File: src/hw/rtl/fsa_pkg.sv
// Shared types and codes for the frequency state auction block.
// Used by the sequencer (top level) and the shared arithmetic unit.
// No dependencies.
`timescale 1ns / 1ps
`default_nettype none

package fsa_pkg;

  // Operation codes carried by an input word.
  localparam logic OP_LOAD = 1'b0;
  localparam logic OP_RUN  = 1'b1;

  // Functions of the shared arithmetic unit.
  typedef enum logic [1:0] {
    AR_MUL,
    AR_SQDIST,
    AR_DIST
  } arith_op_t;

  // Sequencer states.
  typedef enum logic [4:0] {
    ST_IDLE,
    ST_BLD_RD,
    ST_BLD_CAP,
    ST_BLD_SQ,
    ST_BLD_WR,
    ST_ROUND,
    ST_SC_RD,
    ST_SC_ACC,
    ST_SC_MUL,
    ST_SC_CMP,
    ST_DECIDE,
    ST_PK_RD,
    ST_PK_CMP,
    ST_CH_RD,
    ST_CH_DIST,
    ST_CH_SUB,
    ST_OUT_RD,
    ST_OUT_EMIT
  } state_t;

endpackage

`default_nettype wire

File: src/hw/rtl/fsa_ram.sv
// Generic single-port RAM with registered read data.
// No dependencies.
`timescale 1ns / 1ps
`default_nettype none

module fsa_ram #(
  parameter int WIDTH = 8,
  parameter int DEPTH = 8,
  parameter int AW    = (DEPTH > 1) ? $clog2(DEPTH) : 1
) (
  input  wire logic             clk,
  input  wire logic             we,
  input  wire logic [AW-1:0]    addr,
  input  wire logic [WIDTH-1:0] wdata,
  output logic      [WIDTH-1:0] rdata
);

  logic [WIDTH-1:0] mem [DEPTH];

  // Registered read; a read at the address being written returns the old contents.
  always_ff @(posedge clk) begin
    if (we) begin
      mem[addr] <= wdata;
    end
    rdata <= mem[addr];
  end

endmodule

`default_nettype wire

File: src/hw/rtl/fsa_arith.sv
// Shared arithmetic unit: one multiplier with a registered result.
// It forms products, squared score values and state distances.
// Depends on fsa_pkg.
`timescale 1ns / 1ps
`default_nettype none

module fsa_arith #(
  parameter int NUM_STATES = 8,
  parameter int A_W        = 10
) (
  input  wire logic                clk,
  input  wire fsa_pkg::arith_op_t  op,
  input  wire logic [A_W-1:0]      a,
  input  wire logic [7:0]          b,
  output logic      [A_W+7:0]      y
);

  import fsa_pkg::*;

  localparam int SIW = $clog2(NUM_STATES);

  logic [SIW-1:0] a_s;
  logic [SIW-1:0] b_s;
  logic [SIW-1:0] sdist;
  logic [SIW:0]   closeness;
  logic [A_W-1:0] mul_a;
  logic [7:0]     mul_b;

  // Distance between two states and the closeness value derived from it.
  always_comb begin
    a_s       = a[SIW-1:0];
    b_s       = b[SIW-1:0];
    sdist     = (a_s > b_s) ? (a_s - b_s) : (b_s - a_s);
    closeness = (SIW+1)'(NUM_STATES) - {1'b0, sdist};
  end

  // Operand selection for the single multiplier.
  always_comb begin
    unique case (op)
      AR_MUL: begin
        mul_a = a;
        mul_b = b;
      end
      AR_SQDIST: begin
        mul_a = A_W'(closeness);
        mul_b = 8'(closeness);
      end
      AR_DIST: begin
        mul_a = A_W'(sdist);
        mul_b = 8'd1;
      end
      default: begin
        mul_a = '0;
        mul_b = '0;
      end
    endcase
  end

  // Registered product.
  always_ff @(posedge clk) begin
    y <= mul_a * mul_b;
  end

endmodule

`default_nettype wire

File: src/hw/rtl/frequency_state_auction_top.sv
// Frequency state auction: sequencer, demand registers and storage.
// Depends on fsa_pkg, fsa_ram and fsa_arith.
//
// Channel  | Direction | Handshake              | Word
// ---------+-----------+------------------------+-------------------------------------------
// command  | in        | start && !busy         | operation, state_index, demand_value, budget
// result   | out       | valid (one-cycle pulse) | cpu_index, new_state, changed, last
//
// A load word completes in the cycle it is accepted; busy stays low.
// A run, paced by the one score memory port, builds scores, runs R auction
// rounds, makes a closing check (budget spent or no demand left) and emits
// C result words (C = NUM_CPUS, S = NUM_STATES); the receiver cannot stall.
// Synchronous reset clears demand, current states and the sequencer.
`timescale 1ns / 1ps
`default_nettype none

module frequency_state_auction_top #(
  parameter int NUM_CPUS   = 8,
  parameter int NUM_STATES = 8
) (
  input  wire logic       clk,
  input  wire logic       rst,
  input  wire logic       start,
  output logic            busy,
  input  wire logic       operation,
  input  wire logic [2:0] state_index,
  input  wire logic [7:0] demand_value,
  input  wire logic [7:0] budget,
  output logic            valid,
  output logic      [2:0] cpu_index,
  output logic      [2:0] new_state,
  output logic            changed,
  output logic            last
);

  import fsa_pkg::*;

  localparam int SIW    = $clog2(NUM_STATES);
  localparam int CW     = (NUM_CPUS > 1) ? $clog2(NUM_CPUS) : 1;
  localparam int SCW    = $clog2(NUM_STATES * NUM_STATES + 1);
  localparam int CSW    = $clog2(NUM_CPUS * NUM_STATES * NUM_STATES + 1);
  localparam int PW     = CSW + 8;
  localparam int SDEPTH = NUM_CPUS << SIW;
  localparam int SAW    = $clog2(SDEPTH);

  state_t state;
  state_t state_next;

  logic [CW-1:0]     c_cnt;
  logic [SIW-1:0]    s_cnt;
  logic [CSW-1:0]    colsum;
  logic [SIW-1:0]    win;
  logic [PW-1:0]     win_val;
  logic [7:0]        win_dem;
  logic [CW-1:0]     best;
  logic [SCW-1:0]    best_val;
  logic signed [8:0] remaining;
  logic [SIW-1:0]    cur_q;
  logic [7:0]        demand [NUM_STATES];
  logic [NUM_CPUS-1:0] cur_vld;
  logic              cur_rd_vld;

  logic [SAW-1:0]    score_addr;
  logic              score_we;
  logic [SCW-1:0]    score_wdata;
  logic [SCW-1:0]    score_rdata;
  logic [CW-1:0]     cur_addr;
  logic              cur_we;
  logic [SIW-1:0]    cur_rdata;
  logic [CW-1:0]     pend_addr;
  logic              pend_we;
  logic [SIW:0]      pend_wdata;
  logic [SIW:0]      pend_rdata;

  arith_op_t         ar_op;
  logic [CSW-1:0]    ar_a;
  logic [7:0]        ar_b;
  logic [PW-1:0]     ar_y;

  logic              c_last;
  logic              s_last;
  logic [SIW-1:0]    cur_val;
  logic [SIW-1:0]    ns_val;

  assign busy    = (state != ST_IDLE);
  assign c_last  = (c_cnt == CW'(NUM_CPUS - 1));
  assign s_last  = (s_cnt == SIW'(NUM_STATES - 1));
  // A cpu never written since reset reads as state 0.
  assign cur_val = cur_rd_vld ? cur_rdata : '0;
  // An unassigned cpu falls back to state 0.
  assign ns_val  = pend_rdata[SIW] ? pend_rdata[SIW-1:0] : '0;

  // Score table, one entry per cpu/state pair.
  fsa_ram #(.WIDTH(SCW), .DEPTH(SDEPTH)) u_score (
    .clk   (clk),
    .we    (score_we),
    .addr  (score_addr),
    .wdata (score_wdata),
    .rdata (score_rdata)
  );

  // Current state of each cpu.
  fsa_ram #(.WIDTH(SIW), .DEPTH(NUM_CPUS)) u_cur (
    .clk   (clk),
    .we    (cur_we),
    .addr  (cur_addr),
    .wdata (ns_val),
    .rdata (cur_rdata)
  );

  // Pending assignment of each cpu; the top bit marks it assigned.
  fsa_ram #(.WIDTH(SIW + 1), .DEPTH(NUM_CPUS)) u_pend (
    .clk   (clk),
    .we    (pend_we),
    .addr  (pend_addr),
    .wdata (pend_wdata),
    .rdata (pend_rdata)
  );

  fsa_arith #(.NUM_STATES(NUM_STATES), .A_W(CSW)) u_arith (
    .clk (clk),
    .op  (ar_op),
    .a   (ar_a),
    .b   (ar_b),
    .y   (ar_y)
  );

  // State register.
  always_ff @(posedge clk) begin
    if (rst) begin
      state <= ST_IDLE;
    end else begin
      state <= state_next;
    end
  end

  // Next state, memory controls and arithmetic operand selection.
  always_comb begin
    state_next  = state;
    score_addr  = SAW'({c_cnt, s_cnt});
    score_we    = 1'b0;
    score_wdata = SCW'(ar_y);
    cur_addr    = c_cnt;
    cur_we      = 1'b0;
    pend_addr   = c_cnt;
    pend_we     = 1'b0;
    pend_wdata  = '0;
    ar_op       = AR_MUL;
    ar_a        = colsum;
    ar_b        = demand[s_cnt];
    unique case (state)
      ST_IDLE: begin
        if (start && operation == OP_RUN) begin
          state_next = ST_BLD_RD;
        end
      end
      ST_BLD_RD: begin
        state_next = ST_BLD_CAP;
      end
      ST_BLD_CAP: begin
        pend_we    = 1'b1;
        state_next = ST_BLD_SQ;
      end
      ST_BLD_SQ: begin
        ar_op      = AR_SQDIST;
        ar_a       = CSW'(s_cnt);
        ar_b       = 8'(cur_q);
        state_next = ST_BLD_WR;
      end
      ST_BLD_WR: begin
        score_we = 1'b1;
        if (!s_last) begin
          state_next = ST_BLD_SQ;
        end else if (c_last) begin
          state_next = ST_ROUND;
        end else begin
          state_next = ST_BLD_RD;
        end
      end
      ST_ROUND: begin
        state_next = (remaining > 9'sd0) ? ST_SC_RD : ST_OUT_RD;
      end
      ST_SC_RD: begin
        state_next = ST_SC_ACC;
      end
      ST_SC_ACC: begin
        state_next = c_last ? ST_SC_MUL : ST_SC_RD;
      end
      ST_SC_MUL: begin
        state_next = ST_SC_CMP;
      end
      ST_SC_CMP: begin
        state_next = s_last ? ST_DECIDE : ST_SC_RD;
      end
      ST_DECIDE: begin
        state_next = (win_val == '0) ? ST_OUT_RD : ST_PK_RD;
      end
      ST_PK_RD: begin
        score_addr = SAW'({c_cnt, win});
        state_next = ST_PK_CMP;
      end
      ST_PK_CMP: begin
        state_next = c_last ? ST_CH_RD : ST_PK_RD;
      end
      ST_CH_RD: begin
        cur_addr   = best;
        state_next = ST_CH_DIST;
      end
      ST_CH_DIST: begin
        ar_op       = AR_DIST;
        ar_a        = CSW'(win);
        ar_b        = 8'(cur_val);
        pend_addr   = best;
        pend_we     = 1'b1;
        pend_wdata  = {1'b1, win};
        score_addr  = SAW'({best, win});
        score_we    = 1'b1;
        score_wdata = '0;
        state_next  = ST_CH_SUB;
      end
      ST_CH_SUB: begin
        state_next = ST_ROUND;
      end
      ST_OUT_RD: begin
        state_next = ST_OUT_EMIT;
      end
      ST_OUT_EMIT: begin
        cur_we     = 1'b1;
        state_next = c_last ? ST_IDLE : ST_OUT_RD;
      end
      default: begin
        state_next = ST_IDLE;
      end
    endcase
  end

  // Valid flag of the current state entry that is being read.
  always_ff @(posedge clk) begin
    cur_rd_vld <= cur_vld[cur_addr];
  end

  // Demand registers, written-cpu flags, round bookkeeping and result word.
  always_ff @(posedge clk) begin
    if (rst) begin
      demand  <= '{default: '0};
      cur_vld <= '0;
      valid   <= 1'b0;
    end else begin
      valid <= 1'b0;
      if (cur_we) begin
        cur_vld[cur_addr] <= 1'b1;
      end
      unique case (state)
        ST_IDLE: begin
          if (start && operation == OP_LOAD && 32'(state_index) < NUM_STATES) begin
            demand[SIW'(state_index)] <= demand_value;
          end
          c_cnt     <= '0;
          s_cnt     <= '0;
          remaining <= $signed({1'b0, budget});
        end
        ST_BLD_CAP: begin
          cur_q <= cur_val;
          s_cnt <= '0;
        end
        ST_BLD_WR: begin
          if (s_last) begin
            s_cnt <= '0;
            c_cnt <= c_cnt + 1'b1;
          end else begin
            s_cnt <= s_cnt + 1'b1;
          end
        end
        ST_ROUND: begin
          c_cnt   <= '0;
          s_cnt   <= '0;
          colsum  <= '0;
          win     <= '0;
          win_val <= '0;
          win_dem <= '0;
        end
        ST_SC_ACC: begin
          colsum <= colsum + CSW'(score_rdata);
          c_cnt  <= c_last ? '0 : c_cnt + 1'b1;
        end
        ST_SC_CMP: begin
          // First state with the strictly largest product wins.
          if (ar_y > win_val) begin
            win     <= s_cnt;
            win_val <= ar_y;
            win_dem <= demand[s_cnt];
          end
          colsum <= '0;
          s_cnt  <= s_cnt + 1'b1;
        end
        ST_DECIDE: begin
          if (win_val != '0) begin
            demand[win] <= win_dem - 8'd1;
          end
          c_cnt    <= '0;
          best     <= '0;
          best_val <= '0;
        end
        ST_PK_CMP: begin
          // First cpu with the strictly highest score; cpu 0 if none.
          if (score_rdata > best_val) begin
            best     <= c_cnt;
            best_val <= score_rdata;
          end
          c_cnt <= c_cnt + 1'b1;
        end
        ST_CH_SUB: begin
          remaining <= remaining - $signed(9'(ar_y));
        end
        ST_OUT_EMIT: begin
          valid     <= 1'b1;
          cpu_index <= 3'(c_cnt);
          new_state <= 3'(ns_val);
          changed   <= (ns_val != cur_val);
          last      <= c_last;
          c_cnt     <= c_cnt + 1'b1;
        end
        default: begin
        end
      endcase
    end
  end

  // Result words never come on consecutive cycles.
  assert property (@(posedge clk) disable iff (rst) valid |=> !valid)
    else $error("result strobe on consecutive cycles");

  // Every result word comes from the emit step.
  assert property (@(posedge clk) disable iff (rst) valid |-> $past(state) == ST_OUT_EMIT)
    else $error("result strobe outside the emit step");

  // A round only scans while budget remains.
  assert property (@(posedge clk) disable iff (rst)
    (state == ST_SC_RD) |-> (remaining > 9'sd0))
    else $error("scan started with no budget left");

  // A nonzero winning product implies the winner still has demand.
  assert property (@(posedge clk) disable iff (rst)
    (state == ST_DECIDE && win_val != '0) |-> (win_dem != 8'd0))
    else $error("winner has zero demand");

  // The cpu search only runs for a real winner.
  assert property (@(posedge clk) disable iff (rst)
    (state == ST_PK_RD) |-> (win_val != '0))
    else $error("cpu search without a winning state");

endmodule

`default_nettype wire

File: config.mk
export PLATFORM = sky130hd
export DESIGN_NAME = frequency_state_auction_top
export DESIGN_NICKNAME = d
export VERILOG_FILES = /design/src/hw/rtl/fsa_pkg.sv /design/src/hw/rtl/fsa_ram.sv /design/src/hw/rtl/fsa_arith.sv /design/src/hw/rtl/frequency_state_auction_top.sv
export SDC_FILE = /design/constraint.sdc
export NUM_CORES = 1
export LEC_CHECK = 0
export ABC_AREA = 1
export ABC_CLOCK_PERIOD_IN_PS = 9000
export BUFFER_PORTS_ARGS = -buffer_cell sky130_fd_sc_hd__buf_2
export CAP_MARGIN = 20
export CORE_UTILIZATION = 40
export DETAILED_ROUTE_END_ITERATION = 10
export PLACE_DENSITY = 0.58
export SYNTH_ARGS = -nofsm -noshare
export SYNTH_HDL_FRONTEND = slang
export SYNTH_SLANG_ARGS = --single-unit
File: constraint.sdc
create_clock -name clk -period 9 [get_ports clk]
set_input_delay 1.8 -clock clk [delete_from_list [all_inputs] [get_ports clk]]
set_output_delay 1.8 -clock clk [all_outputs]
set_load 0.01 [all_outputs]
Word level (Yosys, flattened, before mapping) --
Memories as Yosys holds them, arrays and structs flattened. A register that Yosys moved wholly into a read port is not among the register bits. Cells that the tools add are included. W data, S select, Z words.
Operators by class: reduce and logical (&&, ||, !) cells 32, div/mod/pow operators 0, mux-type cells 65, bitwise operators 6, $mul 1, equal/unequal tests 28, $add $sub $neg 8, $lt $le $gt $ge 11, shift operators 0
Operators with widths (count):
- $bwmux W64 | 2
- $mux W64 | 2
- $pmux W64 S2 | 1
- $pmux W5 S18 | 1
- $demux W8 S3 | 2
- $eq A5 B4 Y1 const B | 8
- $mux W8 | 5
- $pmux W10 S2 | 2
- $mux W3 | 13
- $pmux W18 S2 | 1
- $pmux W8 S2 | 2
- $pmux W10 S3 | 1
- $bmux W8 S3 | 1
- $pmux W8 S3 | 1
- $eq A5 B3 Y1 const B | 4
- $mux W5 | 4
- $gt A18 B18 Y1 | 1
- $logic_not A18 Y1 | 1
- $mul A10 B8 Y18 | 1
- $mux W18 | 1
- $pmux W9 S2 | 1
- $reduce_bool A18 Y1 | 1
- $mux W7 | 2
- $pmux W7 S2 | 1
- other kinds (44) | 92
Word-level totals: memory bits (read-only) 0, register bits 172, memories 3, word-level logic and storage cells 181, bits of input ports 23, bits in latches 0, output and inout bits 10, bits in writable memories 504
Memories:
- u_score.mem | depth 64, width 7, read ports 1, clocked after memory_dff 1, wr ports 1, RTL line fsa_ram.sv:18 | logic [WIDTH-1:0] mem [DEPTH];
- u_pend.mem | depth 8, width 4, read ports 1, clocked after memory_dff 1, wr ports 1, RTL line fsa_ram.sv:18
- u_cur.mem | depth 8, width 3, read ports 1, clocked after memory_dff 1, wr ports 1, RTL line fsa_ram.sv:18

Depth between registers and ports, before layout --
Gate-level depths: netlist of the first run.
depth after elaboration 10, mapped depth 36

Cells and area by module --
Synthesis of the first run repeated with hierarchy kept, for this count alone.
Unflattened totals: cells, all modules 4067, area total of the unflattened synthesis 35574.1 µm²
By module, submodules not included:
- fsa_ram at u_score | instances 1, area an instance 19312.3 µm², cells each 1904, seq. area each 13593.0 µm²
- frequency_state_auction_top | instances 1, area an instance 9885.7 µm², cells each 1423, seq. area each 3833.7 µm²
- fsa_arith | instances 1, area an instance 3707.3 µm², cells each 477, seq. area each 360.3 µm²
- fsa_ram at u_pend | instances 1, area an instance 1537.7 µm², cells each 148, seq. area each 1041.0 µm²
- fsa_ram at u_cur | instances 1, area an instance 1131.1 µm², cells each 115, seq. area each 780.7 µm²

Worst setup path after synthesis of the first run --
OpenSTA, ideal clock, no wires.
path kind reg-to-reg, start point register state[0], end point register u_arith.y[14], arrival time 6.386 ns, data required time 8.928 ns, cell stages (with the launch flop) 35, clock period less this slack 6.458 ns, path slack 2.542 ns, path through dfxtp_1 > nand2_1 > nor2_2 > nand2_1 > inv_2 > nor2_4 > inv_1 > buf_2 > nor2_1 > nor3_1 > ha_1 > inv_1 > fa_1 > xnor2_1 > or2_2 > nand2_1 > nand2_1 > nand3_1 > nand2_1 > inv_1 > nor2_1 > fa_1 > inv_1 > fa_1 > inv_1 > fa_1 > inv_1 > fa_1 > inv_1 > ha_1 > nand2_1 > o21ai_0 > a21oi_1 > o21ai_0 > xor2_1
Between the ends: cells in the longest elaborated chain, start to end 7, elaborated cells between the ends (all ways) 16
Ends and longest elaborated chain:
- from (decl) | RTL line frequency_state_auction_top.sv:46 | state_t state;
- from (signal assigned) | RTL line frequency_state_auction_top.sv:133 | state <= state_next;
- $eq A5 B4 Y1 / $eq A5 B2 Y1 (equally long branches) | RTL line frequency_state_auction_top.sv:151 | unique case (state)
- $pmux W8 S2 / $pmux W10 S2 (equally long branches) | RTL line frequency_state_auction_top.sv:151
- $sub A3 B3 Y3 / $gt A3 B3 Y1 (equally long branches) | RTL line fsa_arith.sv:33 | sdist = (a_s > b_s) ? (a_s - b_s) : (b_s - a_s);
- $mux W3 | RTL line fsa_arith.sv:33
- $sub A4 B3 Y4 | RTL line fsa_arith.sv:34 | closeness = (SIW+1)'(NUM_STATES) - {1'b0, sdist};
- $pmux W10 S3 / $pmux W8 S3 (equally long branches) | RTL line fsa_arith.sv:39 | unique case (op)
- $mul A10 B8 Y18 * | RTL line fsa_arith.sv:61 | y <= mul_a * mul_b;
- to (signal assigned) | RTL line fsa_arith.sv:61
- to (decl) | RTL line fsa_arith.sv:15 | output logic [A_W+7:0] y
Every way passes the cells marked *; elsewhere a longest branch is shown, timed or not. A chain may end at the register's enable or synchronous reset.

Worst setup path in the final report of the first run --
start point register s_cnt[0], end point register u_arith.y[15]
Between the ends: cells in the longest elaborated chain, start to end 10, elaborated cells between the ends (all ways) 14
Ends and longest elaborated chain:
- from (decl) | RTL line frequency_state_auction_top.sv:50 | logic [SIW-1:0] s_cnt;
- from (signal assigned) | RTL line frequency_state_auction_top.sv:271 | s_cnt <= s_cnt + 1'b1;
- from (signal assigned) | RTL line frequency_state_auction_top.sv:294 | s_cnt <= s_cnt + 1'b1;
- $not A3 Y4 (not written as such) | RTL line frequency_state_auction_top.sv:150 | ar_b = demand[s_cnt];
- $bmux W8 S3 | RTL line frequency_state_auction_top.sv:150
- $mux W8 (not written as such) (2 in a row) | RTL line frequency_state_auction_top.sv:150
- $pmux W8 S2 | RTL line frequency_state_auction_top.sv:151
- $sub A3 B3 Y3 / $gt A3 B3 Y1 (equally long branches) | RTL line fsa_arith.sv:33
- $mux W3 | RTL line fsa_arith.sv:33
- $sub A4 B3 Y4 | RTL line fsa_arith.sv:34
- $pmux W10 S3 / $pmux W8 S3 (equally long branches) | RTL line fsa_arith.sv:39
- $mul A10 B8 Y18 * | RTL line fsa_arith.sv:61
Every way passes the cells marked *; elsewhere a longest branch is shown, timed or not. The select of a mux whose other input is x is not followed.

==> flow_summary.yaml, run 1 <==
synthesis:
  synthCells: 3665
  syn_nets: 3828
  synth.most_common_cell: "nand2_1"
  syn_area_um2: 34200
  synth_top_flop_cell: "edfxtp_1"
  ys_warn_count: 0
  yosysTopAreaCell: "edfxtp_1"
  synth_edf_count: 579
  seq_area_frac_synth: 0.573
  synth_top_area_frac: 0.508
  avgSynthCellArea_um2: 9.33
  synthTopCellsByArea: "edfxtp_1 51%, nand2_1 9.3%, inv_1 7.6%"
  synthTopCellsByCount: "843 x nand2_1, 688 x inv_1, 579 x edfxtp_1"
  synth_cell_types: 51
  ys_ff_latch: 690
  async_flop_share: 0
floorplanning:
  dieArea_um2: 86700
  die_width_um: 294
  placeableCoreArea_um2: 84100
  die_height_um: 294
  initial_utilization: 0.407
  pin_count: 33
  floorplan.rows: 106
detailed_routing:
  routed_wl_um: 87000
  drt-initial-drc-count: 2055
  first_pass_iters: 6
  ant_nets: 0
  wl_met3_um: 4820
  drc: 0
  vias: 24000
  topRoutingLayerUsed: "met4"
  wl_met2_um: 40200
  routedWlPerCell_um: 17.9
  vias_per_cell: 4.94
  wl_met1_um: 39400
clocking:
  cts_sinks: 690
  post_cts_buffers: 0
  cts_buffers: 76
  cts_tree: "done"
  postCtsHoldBufs: 0
  clkLatencyLatePin_ns: 0.64
  htreeDepth: 3
  path_clk_slew_ns: 0.07
  cts.path.max_buffers: 3
  cts_resized: 0
  cts-root-buf: "clkbuf_16"
place:
  portBuffers: 32
  place_congestion: 0.899
  place_area_um2: 35400
  dp_hpwl_um: 55800
global_routing:
  antenna_found_initial: 0
  grt_use_total: 0.204
  grt_pass1_vias: 23100
  overflow: 0
  grt_pass1_wl_um: 136000
  grt_start_max_net_pins: 128
power:
  peakVddDrop_uv: 321
  power.density_nw_per_um2: 343
  power_leakage_uw: 0.0163
sta:
  setup_violations: 0
  period_needed_ns: 8.04
  clock.fmax_mhz: 124
  hold_viol: 0
  tns_ns: 0
  rsz0062_at_grt: "false"
  finalMaxSlewViolations: 0
  period_share: 0.894
  finClkSkew_ns: 0.0334
  slew_headroom: 0.221
  tightest_slew_ns: 1.16
cells_and_area:
  nFillCells: 8134
  design_area_um2: 37900
  area_delta_synth_final_pct: 10.8
  fin_nets: 3834
  final_layout_size_suffix_gt1_frac: 0.0648
  utilization: 0.451
status:
  status: "finished clean"
worst_setup_path:
  crit_slowest_cell: "clkinv_1"
  cp.required_ns: 9.54
  critPathMaxStageDelay_ns: 0.77
  ff2ff_setup_slack_ns: 0.96
  critPathArrivalTime_ns: 8.59
  end_kind: "flip-flop"
  crit_type: "flip-flop to flip-flop"
  cpMostUsedCell: "nand2_1"
  crit_fanout: 36
  startpoint_type: "flip-flop"
hold_path:
  hp-class: "flip-flop to flip-flop"
flow_run:
  cap_violations: 0
[layout make-up]
class                      count  area, um2  share of cell area
sequential                   690      19600               0.517
multi-input combinational   2144      11400               0.301
inverter                     706       2650              0.0699
clock buffer                  97       2060              0.0544
tap                         1134       1420              0.0374
clock inverter                44        418              0.0110
timing repair buffer          53        338             0.00891
antenna                        1       2.50           0.0000660
[path summary, 6_finish.rpt]
kind,startpoint,to,cells past startpoint
worst max-delay path,s_cnt[0],u_arith.y[15],31
worst min-delay path,demand[12],demand[12],2
worst min register to register,demand[12],demand[12],2
worst max register to register,s_cnt[0],u_arith.y[15],31
[cells by family after synthesis]
kind of cell / after synthesis / share of synthesized area
compound gates: 391 / 0.0651
flops: 690 / 0.573
simple gates: 1583 / 0.195
fa+ha+maj: 140 / 0.0626
buf+inv: 831 / 0.0963
xor+xnor: 30 / 0.00768
[metal layers]
metal | vias up | GRT usage
li1 | 11900 | -
met1 | 11300 | 0.283
met2 | 659 | 0.333
met3 | 168 | 0.0262
met4 | 0 | 0.0639
met5 | - | 0
[report_power, final]
group	switching, uW	total (uW)	internal (uW)
Clock	1320	3100	1780
Sequential	100	4070	3970
Combinational	3980	5840	1850
[worst max-delay path, delay by kind of cell, from the launching register on]
kind	cells	cell delay [ns]
AOI/OAI and AO/OA	9	2.45
buffers and inverters	6	1.33
xor gates and xnor gates	1	0.15
DFF	1	0.32
and+or+nand+nor	9	0.96
adders and majority gates	6	2.72
[registers in the layout, indices dropped and copies added, names as in the netlist, 9 cells and up]
| register | count |
|---|---|
| u_score.mem | 448 |
| demand | 64 |
| u_pend.mem | 32 |
| u_cur.mem | 24 |
| u_arith.y | 18 |
| win_val | 18 |
| colsum | 10 |
| remaining | 9 |
[placed cells by master, fill, tap and decap left out, drive strengths merged, types with 2 or more instances in the layout]
master,n
a211oi,4
o21bai,2
fa,52
ha,88
o21ai,145
a21oi,122
o31ai,3
nand4,25
or2,5
o21a,2
clkbuf,97
o211ai,11
nor4,5
nand2,863
edfxtp,579
dfxtp,111
nand3,311
o32ai,2
inv,705
a221oi,2
a22oi,9
buf,53
o22ai,71
bufinv,5
nor3,18
clkinv,36
nor2,353
o221ai,8
xor2,19
nand3b,2
clkinvlp,4
a32o,2
o2111ai,5
xnor2,11
[per-stage QoR]
| stage | setup slack (ns) | std cells | total power (uW) | hold WS, ns |
|---|---|---|---|---|
| 3_5_place_dp | 1.02 | 4726 | 10100 | 0.452 |
| 6_report | 0.957 | 4869 | 13000 | 0.463 |
| 3_3_place_gp | 1.17 | 4726 | 10000 | 0.445 |
| 4_1_cts | 0.973 | 4867 | 13100 | 0.462 |
| 2_1_floorplan | 2.54 | 3665 | 8420 | 0.427 |
| 5_1_grt | 0.250 | 4868 | 14100 | 0.481 |
Power figures use the tool's default switching activity.
==> run 2, diff against run 1 <==
--- a/config.mk
+++ b/config.mk
@@ -6,7 +6,7 @@
 export NUM_CORES = 1
 export LEC_CHECK = 0
 export ABC_AREA = 1
-export ABC_CLOCK_PERIOD_IN_PS = 9000
+export ABC_CLOCK_PERIOD_IN_PS = 8840
 export BUFFER_PORTS_ARGS = -buffer_cell sky130_fd_sc_hd__buf_2
 export CAP_MARGIN = 20
 export CORE_UTILIZATION = 40
==> constraint.sdc (replaced) <==
create_clock -name clk -period 8.84 [get_ports clk]
set_input_delay 1.768 -clock clk [delete_from_list [all_inputs] [get_ports clk]]
set_output_delay 1.768 -clock clk [all_outputs]
set_load 0.01 [all_outputs]
==> run 2 against run 1 <==
- power rose by 2.8%
- global-route usage hardly changed
- cell count barely moved
- critical path depth grew 1
- die area is the same
- fmax rose by 3.4%
- sequential share of layout area down 0.13 points
- worst hold slack better by 0.0010 ns
- sequential power grew 2%
- core utilization is 0.11 points higher
- non-clock buffer count increased by 1
- critical endpoint unchanged
- largest power group unchanged
==> flow_summary.yaml, run 2 (same netlist as run 1, synthesis figures left out) <==
global_routing:
  grt_use_total: 0.204
  grtUsageMet1: 0.277
  grt_pass1_vias: 23000
  grtUsageMet3: 0.0296
  grt_start_max_net_pins: 124
  antenna_found_initial: 0
  overflow: 0
  grt_pass1_wl_um: 136000
  top_usage_layer: "met2"
  use_met2: 0.337
detailed_routing:
  routedWlPerCell_um: 18.0
  drt-initial-drc-count: 2016
  routed_wl_um: 87600
  ant_nets: 0
  first_pass_iters: 6
  vias: 24000
  drc: 0
  vias_per_cell: 4.94
hold_path:
  holdPathEnd: "demand[14]"
  min_path_cells: 2
  worstHoldStart: "demand[14]"
  hp-class: "flip-flop to flip-flop"
sta:
  period_needed_ns: 7.78
  setup_violations: 0
  finalMaxSlewViolations: 0
  tightest_slew_ns: 1.23
  slew_headroom: 0.177
  finClkSkew_ns: 0.0385
  clock.fmax_mhz: 129
  fin_ws_ns: 1.06
  period_share: 0.880
  rsz0062_at_grt: "false"
  hold_viol: 0
  tns_ns: 0
cells_and_area:
  area_delta_synth_final_pct: 11.1
  final_layout_size_suffix_gt1_frac: 0.0635
  final_common_cell: "nand2_1"
  diodes: 0
  fin_nets: 3836
  reg_top3: "u_score.mem: 448 flops, demand: 64 flops, u_pend.mem: 32 flops"
  largest_reg_flops: 448
  nFillCells: 8091
  layout_common_cells: "843 x nand2_1, 688 x inv_1, 579 x edfxtp_1"
  regMostFlops: "u_score.mem"
floorplanning:
  dieArea_um2: 86700
  floorplan.rows: 106
  pin_count: 33
  placeableCoreArea_um2: 84100
  initial_utilization: 0.407
  die_width_um: 294
  die_height_um: 294
power:
  power_leakage_uw: 0.0164
  finalPower_uw: 13400
  power.density_nw_per_um2: 352
  peakVddDrop_uv: 374
clocking:
  cts.path.max_buffers: 3
  htreeDepth: 3
  cts_tree: "done"
  cts_sinks: 690
  post_cts_buffers: 0
  clkLatencyLatePin_ns: 0.65
  path_clk_slew_ns: 0.06
  cts_buffers: 77
  cts-root-buf: "clkbuf_16"
  postCtsHoldBufs: 0
  cts_resized: 0
worst_setup_path:
  worstReg2RegStart: "s_cnt[0]"
  startpoint_type: "flip-flop"
  crit_slowest_cell: "fa_1"
  ff2ff_setup_slack_ns: 1.06
  r2r_end: "u_arith.y[15]"
  critPathMaxStageDelay_ns: 0.54
  cpMostUsedCell: "nand2_1"
  crit_fanout: 36
  reg2reg_depth: 32
  cp.required_ns: 9.38
  critPathArrivalTime_ns: 8.32
  crit_type: "flip-flop to flip-flop"
  end_kind: "flip-flop"
place:
  place_congestion: 0.899
  portBuffers: 32
  dp_hpwl_um: 55900
  pre_cts_ws_ns: 1.13
flow_run:
  cap_violations: 0
status:
  status: "finished clean"
run 2: worst max path at each step:
stage                         from            end  slack [ns]  cells after the start
after detailed placement  s_cnt[0]  u_arith.y[14]        1.13                     35
after floorplan           state[0]  u_arith.y[14]        2.38                     34
final                     s_cnt[0]  u_arith.y[15]        1.06                     32
after global placement    s_cnt[0]  u_arith.y[15]        1.24                     32
after CTS                 s_cnt[0]  u_arith.y[15]        1.10                     32
after global routing      s_cnt[0]  u_arith.y[15]        0.24                     32
run 2: where the power goes:
group	switching, uW	internal, uW
sequential	101	4040
combinational	4080	1890
clock	1340	1920
total	5520	7860
run 2: layout make-up:
| class | instances | area [um2] | area share |
|---|---|---|---|
| clock buffer | 101 | 2050 | 0.0540 |
| inverter | 706 | 2650 | 0.0697 |
| multi-input combinational | 2144 | 11400 | 0.300 |
| sequential | 690 | 19600 | 0.516 |
| tap | 1134 | 1420 | 0.0373 |
| timing repair buffer | 54 | 345 | 0.00909 |
| clock inverter | 38 | 519 | 0.0137 |
run 2: per-layer routing:
metal / vias to the layer above / part of all wire
met5: - / 0
met4: 0 / 0.029
met1: 11300 / 0.45
met2: 681 / 0.47
met3: 148 / 0.055
li1: 11900 / -
run 2: critical path, delay by kind of cell (launching register included):
family          cells  cell delay (ns)
compound gates      9             2.12
xor+xnor            1             0.15
fa+ha+maj           6             2.74
buf+inv             7             1.39
flops               1             0.32
simple gates        9             0.97
run 2: per-stage QoR:
step	hold slack [ns]	instances	util	cell area, um2
floorplan	0.427	3665	-	34200
global placement	0.445	4727	0.421	35400
detailed placement	0.454	4727	0.421	35400
CTS	0.466	4866	0.452	38000
global route	0.481	4867	0.452	38000
finish	0.464	4867	0.452	38000
